===== src/design/box3_pkg.sv =====
// shared constants and types for the 3x3 rgb box filter
package box3_pkg;

  // default and field widths
  localparam int MAX_WIDTH_DEF = 1024;
  localparam int CH_W          = 8;
  localparam int ROW_W         = 12;
  localparam int COL_OUT_W     = 10;
  localparam int FW_W          = 11;
  localparam int FH_W          = 12;
  localparam int SUM_W         = 12;
  localparam int NSLOT         = 3;

  // configuration port
  localparam int APB_AW = 3;
  localparam int APB_DW = 32;
  localparam logic REG_WIDTH  = 1'b0;
  localparam logic REG_HEIGHT = 1'b1;
  localparam logic [FW_W-1:0] FW_RESET = 11'd800;
  localparam logic [FH_W-1:0] FH_RESET = 12'd600;
  localparam int MIN_SIZE = 3;

  // divide by nine: (sum * 3641) >> 15 is exact for sums below 2300
  localparam logic [SUM_W-1:0] ROUND_BIAS  = 12'd4;
  localparam logic [SUM_W-1:0] RECIP9      = 12'd3641;
  localparam int               RECIP_SHIFT = 15;

  typedef struct packed {
    logic [CH_W-1:0] red;
    logic [CH_W-1:0] green;
    logic [CH_W-1:0] blue;
  } pix_t;

  typedef struct packed {
    pix_t                 pix;
    logic [ROW_W-1:0]     row;
    logic [COL_OUT_W-1:0] column;
  } result_t;

  // up to three results of one pixel, delivered lowest slot first
  typedef struct packed {
    result_t [NSLOT-1:0] slot;
    logic [NSLOT-1:0]    mask;
    logic                frame_end;
  } bundle_t;

endpackage


===== src/design/box3_regs.sv =====
// frame size registers behind the apb port, with clamped effective sizes
module box3_regs #(
  parameter int MAX_WIDTH = box3_pkg::MAX_WIDTH_DEF
) (
  input  logic                          clk,
  input  logic                          rst,
  input  logic                          psel,
  input  logic                          penable,
  input  logic                          pwrite,
  input  logic [box3_pkg::APB_AW-1:0]   paddr,
  input  logic [box3_pkg::APB_DW-1:0]   pwdata,
  output logic [box3_pkg::APB_DW-1:0]   prdata,
  output logic                          pready,
  output logic [$clog2(MAX_WIDTH):0]    eff_width,
  output logic [box3_pkg::FH_W-1:0]     eff_height
);

  localparam int CW = $clog2(MAX_WIDTH);

  logic [box3_pkg::FW_W-1:0] frame_width;
  logic [box3_pkg::FH_W-1:0] frame_height;
  logic                      wr;

  assign pready = 1'b1;
  assign wr     = psel && penable && pwrite;

  // register writes
  always_ff @(posedge clk) begin
    if (rst) begin
      frame_width  <= box3_pkg::FW_RESET;
      frame_height <= box3_pkg::FH_RESET;
    end else if (wr) begin
      unique case (paddr[2])
        box3_pkg::REG_WIDTH:  frame_width  <= pwdata[box3_pkg::FW_W-1:0];
        box3_pkg::REG_HEIGHT: frame_height <= pwdata[box3_pkg::FH_W-1:0];
        default: ;
      endcase
    end
  end

  // register reads
  always_comb begin
    unique case (paddr[2])
      box3_pkg::REG_WIDTH:  prdata = box3_pkg::APB_DW'(frame_width);
      box3_pkg::REG_HEIGHT: prdata = box3_pkg::APB_DW'(frame_height);
      default:              prdata = '0;
    endcase
  end

  // width clamped to 3..MAX_WIDTH
  always_comb begin
    if (int'(frame_width) < box3_pkg::MIN_SIZE) begin
      eff_width = (CW+1)'(box3_pkg::MIN_SIZE);
    end else if (int'(frame_width) > MAX_WIDTH) begin
      eff_width = (CW+1)'(MAX_WIDTH);
    end else begin
      eff_width = (CW+1)'(frame_width);
    end
  end

  // height clamped to at least 3
  always_comb begin
    if (int'(frame_height) < box3_pkg::MIN_SIZE) begin
      eff_height = box3_pkg::FH_W'(box3_pkg::MIN_SIZE);
    end else begin
      eff_height = frame_height;
    end
  end

endmodule


===== config.mk =====
export PLATFORM = sky130hd
export DESIGN_NAME = box3_regs
export DESIGN_NICKNAME = d
export VERILOG_FILES = /design/src/design/box3_pkg.sv /design/src/design/box3_regs.sv
export SDC_FILE = /design/constraint.sdc
export NUM_CORES = 1
export LEC_CHECK = 0
export ABC_AREA = 1
export BUFFER_PORTS_ARGS = -buffer_cell sky130_fd_sc_hd__buf_2
export CORE_MARGIN = 4
export CORE_UTILIZATION = 36
export DETAILED_ROUTE_END_ITERATION = 8
export PLACE_DENSITY = 0.87
export SLEW_MARGIN = 10
export SYNTH_ARGS = -nofsm -noshare
export SYNTH_HDL_FRONTEND = slang
export SYNTH_SLANG_ARGS = --single-unit
export TNS_END_PERCENT = 20

===== constraint.sdc =====
create_clock -name clk -period 0.9 [get_ports clk]
set_input_delay 0.135 -clock clk [delete_from_list [all_inputs] [get_ports clk]]
set_output_delay 0.135 -clock clk [all_outputs]
set_load 0.005 [all_outputs]

==> run summary <==
* HPWL after detailed placement: 2987 µm
* global-route wire length before repair: 5444 µm
* power per unit of standard cell area: 1126 nW/µm²
* max-slew violation count: 0
* vias in the first global route: 1,263
* drt initial violations: 42
* critical path endpoint category: output port
* synthesized area divided by synthesized cell count: 6.573 µm²
* Primary FF master, synth: sky130_fd_sc_hd__dfxtp_1
* Detail Route Antenna Nets: 0
* count of filler cells inserted in the layout: 324
* height of the die: 68.58 µm
* total routing usage reported by global routing: 15.60%
* fraction of power consumed by the clock network: 29.1%
* violations in the final reports: setup timing
* time the worst path needs with I/O delays and setup: 1.454 ns
* area inside the core boundary: 3442 µm²
* GRT overflow: 0
* P_leak: 0.001032 µW
* Seq cells post-synth: 23
* cell type with the highest aggregate area in the netlist: sky130_fd_sc_hd__dfxtp_1
* arrival time at the worst endpoint: 1.32 ns
* Via density: 4.478
* initial core utilization: 38.39%
* design area: 1933 µm²
* worst setup path startpoint: frame_width[6]
* Die ar.: 4703 µm²
* Crit Path Class: register to output port
* GP Congestion: 0.8717
* maximum level of the CTS H-tree: 1
* count of final hold-check violations: 0
* proportion of power drawn by flip-flops and latches: 49.9%
* worst vdd ir: 0.7890 mV
* worst-skew pair later-pin latency: 0.26 ns
* number of design rule violations left after detail routing: 0
* fraction of final layout cells sized beyond drive strength 1: 47.37%
* number of buffers on the longest clock path: 2
* element type at the critical path start: register
* worst setup skew after layout: 0 ns
* maximum operating frequency: 0.6876 GHz
* pin count of the biggest net entering global routing: 21
* Area growth syn-to-layout: 46.31%
* # rows: 21
* worst hold path type: input pin to register
* I/O pin cnt: 96
* warning count from the yosys run: 0
* setup repair after global routing missed its margin: true
* final critical-path setup slack: -0.5543 ns
* Worst EP required: 0.76 ns
* design internal power: 1594 µW
* clock tree root buffer cell: sky130_fd_sc_hd__clkbuf_8
* average detailed-routed wire length per instance: 12.29 µm
* worst hold start: pwdata[6]
* Reg-to-Reg Start: frame_width[3]
* Routed WL: 3833 µm
* CTS sink count: 23
* most frequent cell after synthesis: sky130_fd_sc_hd__nor2_1
* number of detailed-routing iterations run before antenna repair: 4
* setup violation total in the final timing report: 35
* chip width: 68.58 µm
* TritonCTS clock tree: built
* Port Buffer Count: 52
* count of unique library cells instantiated by Yosys: 21
* post-synthesis instance total: 201
* Vias: 1,397
* outcome: finished with violations
* # diodes: 0
* combined area of all synthesized cells: 1321 µm²
* post-synth top area share: 34.85%
* largest fanout of any net on the critical path: 8
* Comb power frac: 21.0%
* switching power total: 581.9 µW
* number of antenna violations at the first check in global routing: 0
* Layout Nets: 307
* cell types occupying the most area after synthesis: sky130_fd_sc_hd__dfxtp_1 35%, sky130_fd_sc_hd__buf_4 13%, sky130_fd_sc_hd__o21ai_0 11%
* number of clock buffers inserted by TritonCTS: 3
* Clock transition at path regs: 0.08 ns
* switching power share of the total: 26.74%
* Final TNS setup: -9.157 ns
* area of placed instances: 1713 µm²
* Max Cap Viol: 0
* synth cell count leaders: 29 x sky130_fd_sc_hd__nor2_1, 28 x sky130_fd_sc_hd__nand2_1, 28 x sky130_fd_sc_hd__o21ai_0
* post-route fraction of the period consumed by the critical path: 161.6%
* Async SR Flop Fraction: 0%
* worst hold slack: 0.09657 ns
* number of synthesized flops with an enable pin: 0
* share of synthesized area occupied by flip-flops and latches: 34.85%
-- critical path, stage by stage (launching register included) --
cell and delay (ns):
sky130_fd_sc_hd__dfxtp_2 0.33, sky130_fd_sc_hd__nor2_2 0.10, sky130_fd_sc_hd__nand3_1 0.10, sky130_fd_sc_hd__o21bai_2 0.19, sky130_fd_sc_hd__inv_2 0.11, sky130_fd_sc_hd__nor2_1 0.10
sky130_fd_sc_hd__buf_2 0.12
-- area by class of cell --
class,instances,area [µm²],share of cell area [%]
Multi-Input combinational cell,135,663.1,34.30
Timing Repair Buffer,81,596.8,30.87
Sequential cell,23,484.2,25.05
Inverter,23,86.33,4.466
Tap cell,46,57.56,2.977
Clock buffer,4,45.04,2.330
-- worst paths after layout --
| check | to | slack [ns] | cells after the start |
|---|---|---|---|
| hold reg to reg | frame_width[8] | 0.55 | 2 |
| hold / removal | frame_height[6] | 0.1 | 3 |
| setup reg to reg | frame_width[3] | 0.11 | 3 |
| setup / recovery | eff_width[6] | -0.55 | 6 |
-- power by group through the flow --
stage | Sequential [µW] | Clock (µW) | Combinational, µW
floorplan | 1100 | 0 | 249
global placement | 1090 | 0 | 390
detailed placement | 1100 | 0 | 398
CTS | 1080 | 647 | 430
global route | 1090 | 688 | 506
finish | 1090 | 633 | 457
-- cells in the final DEF (no fill, tap or decap), drive strengths merged --
master	synthesis	layout
a21oi	13	13
o21ai	32	32
dfxtp	23	23
nor4	1	1
nand3	6	6
o21bai	1	1
conb	2	21
nand3b	1	1
nor3	1	1
clkbuf	13	4
buf	26	81
nor2	31	31
inv	23	23
nand2	28	28
-- routing by layer --
metal  share of wire (%)  routed length, µm  vias up  GRT usage [%]
li1                    -                  -      713              -
met1                  40               1547      625          18.41
met2                  50               1934       50          26.94
met3                 6.4                244        9          2.593
met4                 2.8                106        0          7.940
met5                   0                  0        -              0
-- stage by stage --
step	cells	power [µW]	setup slack (ns)	utilization (%)
after floorplan	220	1348	-0.08180	-
after detailed placement	308	1495	-0.2866	49.76
after global routing	312	2284	-0.6563	56.16
after global placement	308	1484	-0.2048	49.76
after CTS	312	2155	-0.5728	54.02
final	312	2176	-0.5543	56.16
-- cell families after synthesis --
logic type / synth area share (%)
AND/OR/NAND/NOR: 22.25
buffers and inverters: 24.72
flip-flops: 34.85
AO/OA/AOI/OAI: 17.61
other: 0.5684
-- repair_timing --
item | 4_1_cts | 5_1_grt
resized for setup | 41 | 27
pin swaps | 3 | 5
hold buffers | 0 | 0
setup endpoints to repair | 35 | 35
setup buffers | 0 | 0
-- sequential cells by signal, summed over array words and instances, names as in the netlist --
signal	count
frame_height	12
frame_width	11
Note: power is estimated with default switching activity, not from simulation.
