===== src/design/box3_pkg.sv =====
// shared constants and types for the 3x3 rgb box filter
package box3_pkg;

  // default and field widths
  localparam int MAX_WIDTH_DEF = 1024;
  localparam int CH_W          = 8;
  localparam int ROW_W         = 12;
  localparam int COL_OUT_W     = 10;
  localparam int FW_W          = 11;
  localparam int FH_W          = 12;
  localparam int SUM_W         = 12;
  localparam int NSLOT         = 3;

  // configuration port
  localparam int APB_AW = 3;
  localparam int APB_DW = 32;
  localparam logic REG_WIDTH  = 1'b0;
  localparam logic REG_HEIGHT = 1'b1;
  localparam logic [FW_W-1:0] FW_RESET = 11'd800;
  localparam logic [FH_W-1:0] FH_RESET = 12'd600;
  localparam int MIN_SIZE = 3;

  // divide by nine: (sum * 3641) >> 15 is exact for sums below 2300
  localparam logic [SUM_W-1:0] ROUND_BIAS  = 12'd4;
  localparam logic [SUM_W-1:0] RECIP9      = 12'd3641;
  localparam int               RECIP_SHIFT = 15;

  typedef struct packed {
    logic [CH_W-1:0] red;
    logic [CH_W-1:0] green;
    logic [CH_W-1:0] blue;
  } pix_t;

  typedef struct packed {
    pix_t                 pix;
    logic [ROW_W-1:0]     row;
    logic [COL_OUT_W-1:0] column;
  } result_t;

  // up to three results of one pixel, delivered lowest slot first
  typedef struct packed {
    result_t [NSLOT-1:0] slot;
    logic [NSLOT-1:0]    mask;
    logic                frame_end;
  } bundle_t;

endpackage


===== src/design/box3_window.sv =====
// column window, 3x3 mean and result selection for the pixel in the input register
module box3_window #(
  parameter int MAX_WIDTH = box3_pkg::MAX_WIDTH_DEF
) (
  input  logic                          clk,
  input  logic                          s1_valid,
  input  box3_pkg::pix_t                s1_pix,
  input  box3_pkg::pix_t                s1_older,
  input  box3_pkg::pix_t                s1_newer,
  input  logic [box3_pkg::ROW_W-1:0]    s1_row,
  input  logic [$clog2(MAX_WIDTH)-1:0]  s1_col,
  input  logic [$clog2(MAX_WIDTH):0]    eff_width,
  input  logic [box3_pkg::FH_W-1:0]     eff_height,
  input  logic                          bundle_free,
  output logic                          s1_advance,
  output logic                          bundle_load,
  output box3_pkg::bundle_t             new_bundle
);

  localparam int CW = $clog2(MAX_WIDTH);
  localparam logic [CW-1:0] COL_ONE = CW'(1);

  // window columns: 0..2 one column left, 3..5 two columns left (older, newer, current row)
  box3_pkg::pix_t win [6];

  logic [CW:0]                  last_col;
  logic [box3_pkg::ROW_W-1:0]   last_row;
  logic [box3_pkg::ROW_W-1:0]   prev_row;
  logic                         deep_row;
  logic                         at_last_col;
  logic                         at_last_row;
  box3_pkg::pix_t               mean;

  // rounded mean of nine channel values
  function automatic logic [box3_pkg::CH_W-1:0] mean9(input logic [8:0][box3_pkg::CH_W-1:0] v);
    logic [box3_pkg::SUM_W-1:0]   sum;
    logic [2*box3_pkg::SUM_W-1:0] prod;
    sum = box3_pkg::ROUND_BIAS;
    for (int i = 0; i < 9; i++) begin
      sum = sum + box3_pkg::SUM_W'(v[i]);
    end
    prod = (2*box3_pkg::SUM_W)'(sum) * (2*box3_pkg::SUM_W)'(box3_pkg::RECIP9);
    return prod[box3_pkg::RECIP_SHIFT +: box3_pkg::CH_W];
  endfunction

  assign mean.red   = mean9({win[3].red,   win[0].red,   s1_older.red,
                             win[4].red,   win[1].red,   s1_newer.red,
                             win[5].red,   win[2].red,   s1_pix.red});
  assign mean.green = mean9({win[3].green, win[0].green, s1_older.green,
                             win[4].green, win[1].green, s1_newer.green,
                             win[5].green, win[2].green, s1_pix.green});
  assign mean.blue  = mean9({win[3].blue,  win[0].blue,  s1_older.blue,
                             win[4].blue,  win[1].blue,  s1_newer.blue,
                             win[5].blue,  win[2].blue,  s1_pix.blue});

  // position flags
  assign last_col    = eff_width - 1'b1;
  assign last_row    = eff_height - 1'b1;
  assign prev_row    = s1_row - 1'b1;
  assign deep_row    = s1_row >= box3_pkg::ROW_W'(2);
  assign at_last_col = {1'b0, s1_col} == last_col;
  assign at_last_row = s1_row == last_row;

  // candidate results in delivery order
  always_comb begin
    new_bundle.slot[0].pix    = (s1_col == COL_ONE) ? win[1] : mean;
    new_bundle.slot[0].row    = prev_row;
    new_bundle.slot[0].column = box3_pkg::COL_OUT_W'(s1_col - COL_ONE);
    new_bundle.mask[0]        = deep_row && (s1_col != '0);

    new_bundle.slot[1].pix    = s1_newer;
    new_bundle.slot[1].row    = prev_row;
    new_bundle.slot[1].column = box3_pkg::COL_OUT_W'(last_col);
    new_bundle.mask[1]        = deep_row && at_last_col;

    new_bundle.slot[2].pix    = s1_pix;
    new_bundle.slot[2].row    = s1_row;
    new_bundle.slot[2].column = box3_pkg::COL_OUT_W'(s1_col);
    new_bundle.mask[2]        = (s1_row == '0) || at_last_row;

    new_bundle.frame_end      = at_last_row && at_last_col;
  end

  // a pixel with no result leaves without waiting for the output side
  assign s1_advance  = s1_valid && ((new_bundle.mask == '0) || bundle_free);
  assign bundle_load = s1_valid && (new_bundle.mask != '0) && bundle_free;

  // shift the window as the pixel leaves
  always_ff @(posedge clk) begin
    if (s1_advance) begin
      win[3] <= win[0];
      win[4] <= win[1];
      win[5] <= win[2];
      win[0] <= s1_older;
      win[1] <= s1_newer;
      win[2] <= s1_pix;
    end
  end

endmodule


===== config.mk =====
export PLATFORM = sky130hd
export DESIGN_NAME = box3_window
export DESIGN_NICKNAME = d
export VERILOG_FILES = /design/src/design/box3_pkg.sv /design/src/design/box3_window.sv
export SDC_FILE = /design/constraint.sdc
export NUM_CORES = 1
export LEC_CHECK = 0
export ABC_CLOCK_PERIOD_IN_PS = 12910
export BUFFER_PORTS_ARGS = -buffer_cell sky130_fd_sc_hd__buf_4
export CAP_MARGIN = 30
export CORE_MARGIN = 1
export CORE_UTILIZATION = 60
export CTS_CLUSTER_DIAMETER = 120
export DETAILED_ROUTE_END_ITERATION = 10
export MAX_ROUTING_LAYER = met4
export PLACE_DENSITY = 0.84
export SYNTH_ARGS = -nofsm -noshare
export SYNTH_HDL_FRONTEND = slang
export SYNTH_SLANG_ARGS = --single-unit

===== constraint.sdc =====
create_clock -name clk -period 12.91 [get_ports clk]
set_input_delay 1.291 -clock clk [delete_from_list [all_inputs] [get_ports clk]]
set_output_delay 1.291 -clock clk [all_outputs]
set_load 0.005 [all_outputs]

==> impl_metrics.ini, run 1 <==
[run_status]
outcome = complete, no violations

[grt]
grt_overflow = 0
grt_pass1_vias = 12600
antenna_found_initial = 1
grt_max_degree = 60
grt_pass1_wl_mm = 61.1
grt_usage_pct = 26.7

[die]
die_w_um = 173
die_h_um = 173
die-area_um2 = 29800
num_rows = 62
start_util_pct = 60.8
core_area_um2 = 28700
pin_count = 264

[setup_path]
r2r_start = win[1][1]
rrSetupSlack_ns = 12.13
slowest_stage = fa_1
critPathLaunchType = primary input
crit_required_ns = 11.62
path_common_cell = inv_1
reg2reg_to = win[4][1]
setup.worst_path.class = in2out
end_kind = output port
cpPeakStageDelay_ns = 0.58
reg2regPathDepth = 0
crit_fanout = 6
crit_arrival_ns = 10.19

[synth]
async_flop_share_pct = 0
syn_avg_cell_area_um2 = 10.8
synthAdderAreaFrac_pct = 44.9
syn_area_um2 = 17500
synth_xor_area_share_pct = 5.97
synth-compound-area-share_pct = 5.48
synth_edf_count = 144
ys_types = 60
synth_flop_cell = edfxtp_1
ys_seq_elements = 144
synth_top_family_by_area = adder cells
yosys-mux-area-fraction_pct = 0.315
ys_seq_area_share_pct = 24.8
yosysWarningCount = 0
synth_nets = 2215
syn_inst = 1612
yosys.area_share.simple_pct = 5.78

[placement]
pre_cts_slack_ns = 1.50
placedInstanceArea_um2 = 19300
dp_hpwl_mm = 30.5
io_buffers = 263
gp_congestion = 0.912

[cts]
root_buffer = clkbuf_16
cts_setup_buffers = 0
cts.sinks = 144
ctsResizeCount = 0
postCtsHoldBufs = 0
clk_path_buf_depth = 2
numCtsBuffers = 17
clock_latency_ns = 0.42
clkTransAtPathRegs_ns = 0.07
htreeDepth = 4
tritoncts = built

[route]
dr.pass1.iters = 5
postRouteAntennaNets = 0
wl_per_cell_um = 16.6
drt-total-wl_mm = 36.5
vias = 11500
drt_iter0_markers = 468
drc = 0
vias_per_cell = 5.22

[timing]
rsz0062_at_grt = no
timing.hold.ws_ns = 0.481
relSlewSlack_pct = 47.7
drv_slew = 0
max_freq_ghz = 0.0871
tns_ns = 0
setup_slack_ns = 1.43
period_needed_ns = 11.48
skew_ns = 0.00994
tightest_slew_ns = 0.778
finalSetupViolCount = 0
hold_viol = 0
period_share_pct = 88.9

[hold_path]
worstHoldEndpoint = win[5][21]
hold_start = win[2][21]
hold_depth = 0
hold_path.class = reg2reg

[cells_and_area]
top_regs = win: 144 flops
postLayoutCellArea_um2 = 19900
most-common-layout-cells = inv_1 (421), buf_4 (266), ha_1 (246), fa_1 (237), edfxtp_1 (144)
largest_register_ffs = 144
largest_register = win
drive_gt1_share_pct = 17.5
syn_to_final_growth_pct = 14.1
final_common_cell = inv_1
nets = 2409

[flow_run]
cap_violations = 0
[how the worst max path moves through the flow]
stage	startpoint	to	slack, ns	cells after the start
floorplan	s1_pix[11]	new_bundle[41]	2.48	36
global placement	s1_newer[18]	new_bundle[48]	1.56	34
detailed placement	s1_pix[17]	new_bundle[48]	1.50	36
CTS	s1_pix[9]	new_bundle[41]	1.45	39
global route	s1_pix[17]	new_bundle[48]	0.96	36
finish	s1_pix[9]	new_bundle[41]	1.43	39
[cell usage after synthesis (3+ instances only)]
cell      instances  share of area, %
fa_1            237                27
xor2_1           62               3.1
nor4_1            9              0.32
nor3_1           21              0.60
or3_1             3              0.11
buf_4            82               3.5
clkbuf_1          9              0.19
nand3b_1          4              0.17
edfxtp_1        144                25
mux2_2            4              0.26
a211oi_1          7              0.30
nand3_1          11              0.32
xnor2_1          57               2.9
and2_1            4              0.14
o31ai_1           8              0.34
o21a_1           13              0.56
o21bai_1          3              0.13
or2_2             5              0.18
o21ai_0          37               1.1
nand2b_1          7              0.25
nor2b_1           9              0.32
nor2_1           43              0.92
nand2_1          60               1.3
and3_1            4              0.14
a21o_1           25               1.1
nand4_1           8              0.29
a31oi_1           4              0.14
inv_1           421               9.1
a21oi_1          29              0.83
ha_1            246                18
[stage by stage]
step,utilization [%],std cells
finish,69.4,2204
CTS,69.4,2203
floorplan,-,1612
global placement,67.2,2171
global route,69.4,2204
detailed placement,67.2,2171
[cells by family (layout without fill, tap and decap cells)]
logic type / Yosys count / in the layout
xor gates and xnor gates: 119 / 119
DFF: 144 / 144
buffers and inverters: 512 / 719
other: 0 / 1
adders and majority gates: 485 / 485
muxes: 5 / 5
and+or+nand+nor: 201 / 201
AOI/OAI and AO/OA: 146 / 146
[worst max-delay path, delay by kind of cell]
family                   cells  cell delay [ns]
adder cells (fa/ha/maj)     11             4.82
AO/OA/AOI/OAI               10             1.92
XOR/XNOR                     4             0.98
buffers and inverters       11             0.76
AND/OR/NAND/NOR              3             0.37
[final cells by class]
type                       instances  area, um2
inverter                         421       1580
fill                            2069       8780
timing repair buffer             266       2000
clock buffer                      17        425
clock inverter                    15        199
multi-input combinational        956      10900
sequential                       144       4320
tap                              384        480
antenna                            1       2.50
[metal layers]
metal	up-vias	part of all wire, %	GRT usage [%]
li1	5431	-	-
met1	5718	42	32.8
met2	328	53	47.2
met3	36	4.3	3.72
met4	0	1.2	5.13
met5	-	0	-
Power of run 1 is left out: the tool's default activity adds up to more than one toggle a clock period on the data nets, which glitch-free logic cannot reach.
==> run 2: changes to the inputs <==
--- a/config.mk
+++ b/config.mk
@@ -12,7 +12,6 @@
 export CORE_UTILIZATION = 60
 export CTS_CLUSTER_DIAMETER = 120
 export DETAILED_ROUTE_END_ITERATION = 10
-export MAX_ROUTING_LAYER = met4
 export PLACE_DENSITY = 0.84
 export SYNTH_ARGS = -nofsm -noshare
 export SYNTH_HDL_FRONTEND = slang
==> impl_metrics.ini, run 2 (same netlist as run 1, synthesis figures left out) <==
[hold_path]
hold_start = win[0][23]
hold_depth = 0
hold_path.class = reg2reg
worstHoldEndpoint = win[3][23]

[die]
core_area_um2 = 28700
pin_count = 264
die-area_um2 = 29800
start_util_pct = 60.8
die_h_um = 173
die_w_um = 173
num_rows = 62

[timing]
tns_ns = 0
tightest_slew_ns = 0.784
max_freq_ghz = 0.0870
relSlewSlack_pct = 47.3
period_share_pct = 89.0
finalSetupViolCount = 0
rsz0062_at_grt = no
setup_slack_ns = 1.42
drv_slew = 0
period_needed_ns = 11.49
skew_ns = 0.00838
hold_viol = 0

[route]
drt_iter0_markers = 460
drc = 0
postRouteAntennaNets = 0
dr.pass1.iters = 5
drt-total-wl_mm = 35.8
vias_per_cell = 5.17
wl_per_cell_um = 16.3
vias = 11400

[cts]
cts.sinks = 144
htreeDepth = 4
root_buffer = clkbuf_16
numCtsBuffers = 17
clkTransAtPathRegs_ns = 0.06
postCtsHoldBufs = 0
clk_path_buf_depth = 2
cts_setup_buffers = 0
ctsResizeCount = 0
tritoncts = built
clock_latency_ns = 0.42

[setup_path]
crit_fanout = 7
critPathLaunchType = primary input
end_kind = output port
slowest_stage = o41ai_1
crit_arrival_ns = 10.20
setup.worst_path.class = in2out
reg2regPathDepth = 0
rrSetupSlack_ns = 12.12
crit_required_ns = 11.62
r2r_start = win[1][9]
cpPeakStageDelay_ns = 0.67
reg2reg_to = win[4][9]
path_common_cell = fa_1

[run_status]
outcome = complete, no violations

[grt]
antenna_found_initial = 0
grt_pass1_vias = 12500
grt_overflow = 0
grt_max_degree = 63
grt_usage_pct = 25.4
grt_pass1_wl_mm = 60.0

[cells_and_area]
nets = 2410
most-common-layout-cells = inv_1 (421), buf_4 (266), ha_1 (246), fa_1 (237), edfxtp_1 (144)
multi_input_area_um2 = 10900
syn_to_final_growth_pct = 14.0
drive_gt1_share_pct = 17.4
regArea_um2 = 4320
largest_register_ffs = 144
largest_register = win
final_common_cell = inv_1
n_antenna_cell = 0
n_fill_cell = 2095
top_regs = win: 144 flops

[placement]
io_buffers = 263
gp_congestion = 0.897
pre_cts_slack_ns = 1.44
dp_hpwl_mm = 30.6

[flow_run]
cap_violations = 0
## run 2: critical path: cells and delay by family
family / cells / cell delay (ns)
adder cells (fa/ha/maj): 12 / 5.03
AO/OA/AOI/OAI: 10 / 2.39
XOR/XNOR: 3 / 0.67
buffers and inverters: 8 / 0.56
AND/OR/NAND/NOR: 3 / 0.27
## run 2: layout make-up
class,instances,share of cell area (%)
multi-input cells,956,54.9
flip-flops and latches,144,21.7
repair buffers,267,10.1
inverters,421,7.94
well taps,384,2.41
clock buffers,17,2.14
clock inverters,15,0.792
## run 2: per-stage QoR
stage | util, % | hold slack [ns] | area (um2) | std cells
6_report | 69.3 | 0.485 | 19900 | 2204
5_1_grt | 69.3 | 0.493 | 19900 | 2204
4_1_cts | 69.3 | 0.484 | 19900 | 2204
3_5_place_dp | 67.3 | 0.476 | 19300 | 2172
3_3_place_gp | 67.2 | 0.473 | 19300 | 2171
2_1_floorplan | - | 0.464 | 17500 | 1612
## run 2: routing by layer
layer  global-route usage, %  vias to the layer above  wire (um)
met1                    31.2                     5635      14600
met3                    4.86                       30       1790
met5                       0                        -          0
met2                    46.5                      301      19000
li1                        -                     5438          -
met4                    5.13                        0        385
## run 2: worst max-delay path by stage
stage                      start             end  slack, ns  cells past startpoint
global route          s1_pix[19]  new_bundle[48]       0.79                     36
global placement    s1_newer[18]  new_bundle[48]       1.48                     34
finish                s1_pix[17]  new_bundle[48]       1.42                     36
floorplan             s1_pix[11]  new_bundle[41]       2.48                     36
detailed placement  s1_newer[18]  new_bundle[48]       1.44                     34
CTS                   s1_pix[17]  new_bundle[48]       1.40                     36
Power of run 2 is left out for the same reason.
==> run 3: changes to the inputs <==
--- a/config.mk
+++ b/config.mk
@@ -8,8 +8,10 @@
 export ABC_CLOCK_PERIOD_IN_PS = 12910
 export BUFFER_PORTS_ARGS = -buffer_cell sky130_fd_sc_hd__buf_4
 export CAP_MARGIN = 30
+export CELL_PAD_IN_SITES_DETAIL_PLACEMENT = 1
+export CELL_PAD_IN_SITES_GLOBAL_PLACEMENT = 2
 export CORE_MARGIN = 1
-export CORE_UTILIZATION = 60
+export CORE_UTILIZATION = 39
 export CTS_CLUSTER_DIAMETER = 120
 export DETAILED_ROUTE_END_ITERATION = 10
 export PLACE_DENSITY = 0.84
==> impl_metrics.ini, run 3 (same netlist as run 1, synthesis figures left out) <==
[setup_path]
crit_fanout = 7
critPathBufInv = 8
crit_required_ns = 11.62
setup.worst_path.class = in2out
critPathTopFamily = adder cells
crit_arrival_ns = 10.11
slowest_stage = o41ai_1
cpPeakStageDelay_ns = 0.63
end_kind = output port
path_common_cell = fa_1
critPathLaunchType = primary input

[grt]
use_met1_pct = 23.6
grt_use_met3_pct = 2.81
busiest_layer = met2
grt_usage_pct = 18.7
grt_pass1_vias = 12800
grt_max_degree = 81
antenna_found_initial = 1
use_met2_pct = 33.7
grt_overflow = 0
grt_pass1_wl_mm = 65.7

[run_status]
outcome = complete, no violations

[timing]
skew_ns = 0.00745
period_share_pct = 88.3
max_freq_ghz = 0.0877
drv_slew = 0
relSlewSlack_pct = 42.0
timing.hold.ws_ns = 0.489
tightest_slew_ns = 0.870
period_needed_ns = 11.40
tns_ns = 0
setup_slack_ns = 1.51
finalSetupViolCount = 0
hold_viol = 0
rsz0062_at_grt = no

[die]
die_w_um = 214
die_h_um = 214
num_rows = 77
core_area_um2 = 44200
pin_count = 264
start_util_pct = 39.5
die-area_um2 = 45600

[cts]
clkTransAtPathRegs_ns = 0.06
cts.sinks = 144
postCtsHoldBufs = 0
root_buffer = clkbuf_16
numCtsBuffers = 17
cts_setup_buffers = 0
ctsResizeCount = 0
clk_path_buf_depth = 2
clock_latency_ns = 0.45
htreeDepth = 4
tritoncts = built

[route]
vias = 11400
dr.pass1.iters = 4
drt_iter0_markers = 303
postRouteAntennaNets = 0
drt-total-wl_mm = 40.1
drc = 0
wl_per_cell_um = 16.6
vias_per_cell = 4.72

[placement]
gp_congestion = 0.835
dp_hpwl_mm = 35.0
pre_cts_slack_ns = 1.47
io_buffers = 263
placedCellCount = 2379

[cells_and_area]
drive_gt1_share_pct = 17.5
n_antenna_cell = 0
syn_to_final_growth_pct = 15.4
top_regs = win: 144 flops
fin_cells = 2412
most-common-layout-cells = inv_1 (421), buf_4 (266), ha_1 (246), fa_1 (237), edfxtp_1 (144)
largest_register = win
final_common_cell = inv_1
largest_register_ffs = 144
nets = 2410

[flow_run]
cap_violations = 0

[hold_path]
hold_path.class = reg2reg
## run 3: cell type report
class                   instances  area [um2]
clock inverters                14         134
flip-flops and latches        144        4320
well taps                     592         741
clock buffers                  18         429
fillers                      4853       24100
multi-input cells             956       10900
repair buffers                267        2020
inverters                     421        1580
## run 3: metal layers
metal	routed length, um	vias up	share of wire [%]
met4	499	2	1.2
met1	17200	5728	43
met5	19	-	0.047
li1	-	5435	-
met3	1460	34	3.6
met2	20900	186	52
## run 3: final timing paths
check | from | end | slack, ns | cells after the start
worst max register to register | win[1][9] | win[4][9] | 12.10 | 0
worst max-delay path | s1_pix[17] | new_bundle[48] | 1.51 | 36
worst min-delay path | win[2][0] | win[5][0] | 0.49 | 0
worst min register to register | win[2][0] | win[5][0] | 0.49 | 0
## run 3: per-stage QoR
step | util [%] | area, um2
final | 45.6 | 20100
after global routing | 45.6 | 20100
after CTS | 45.5 | 20100
after detailed placement | 44.2 | 19600
after global placement | 44.2 | 19600
after floorplan | - | 17500
Power of run 3 is left out for the same reason.
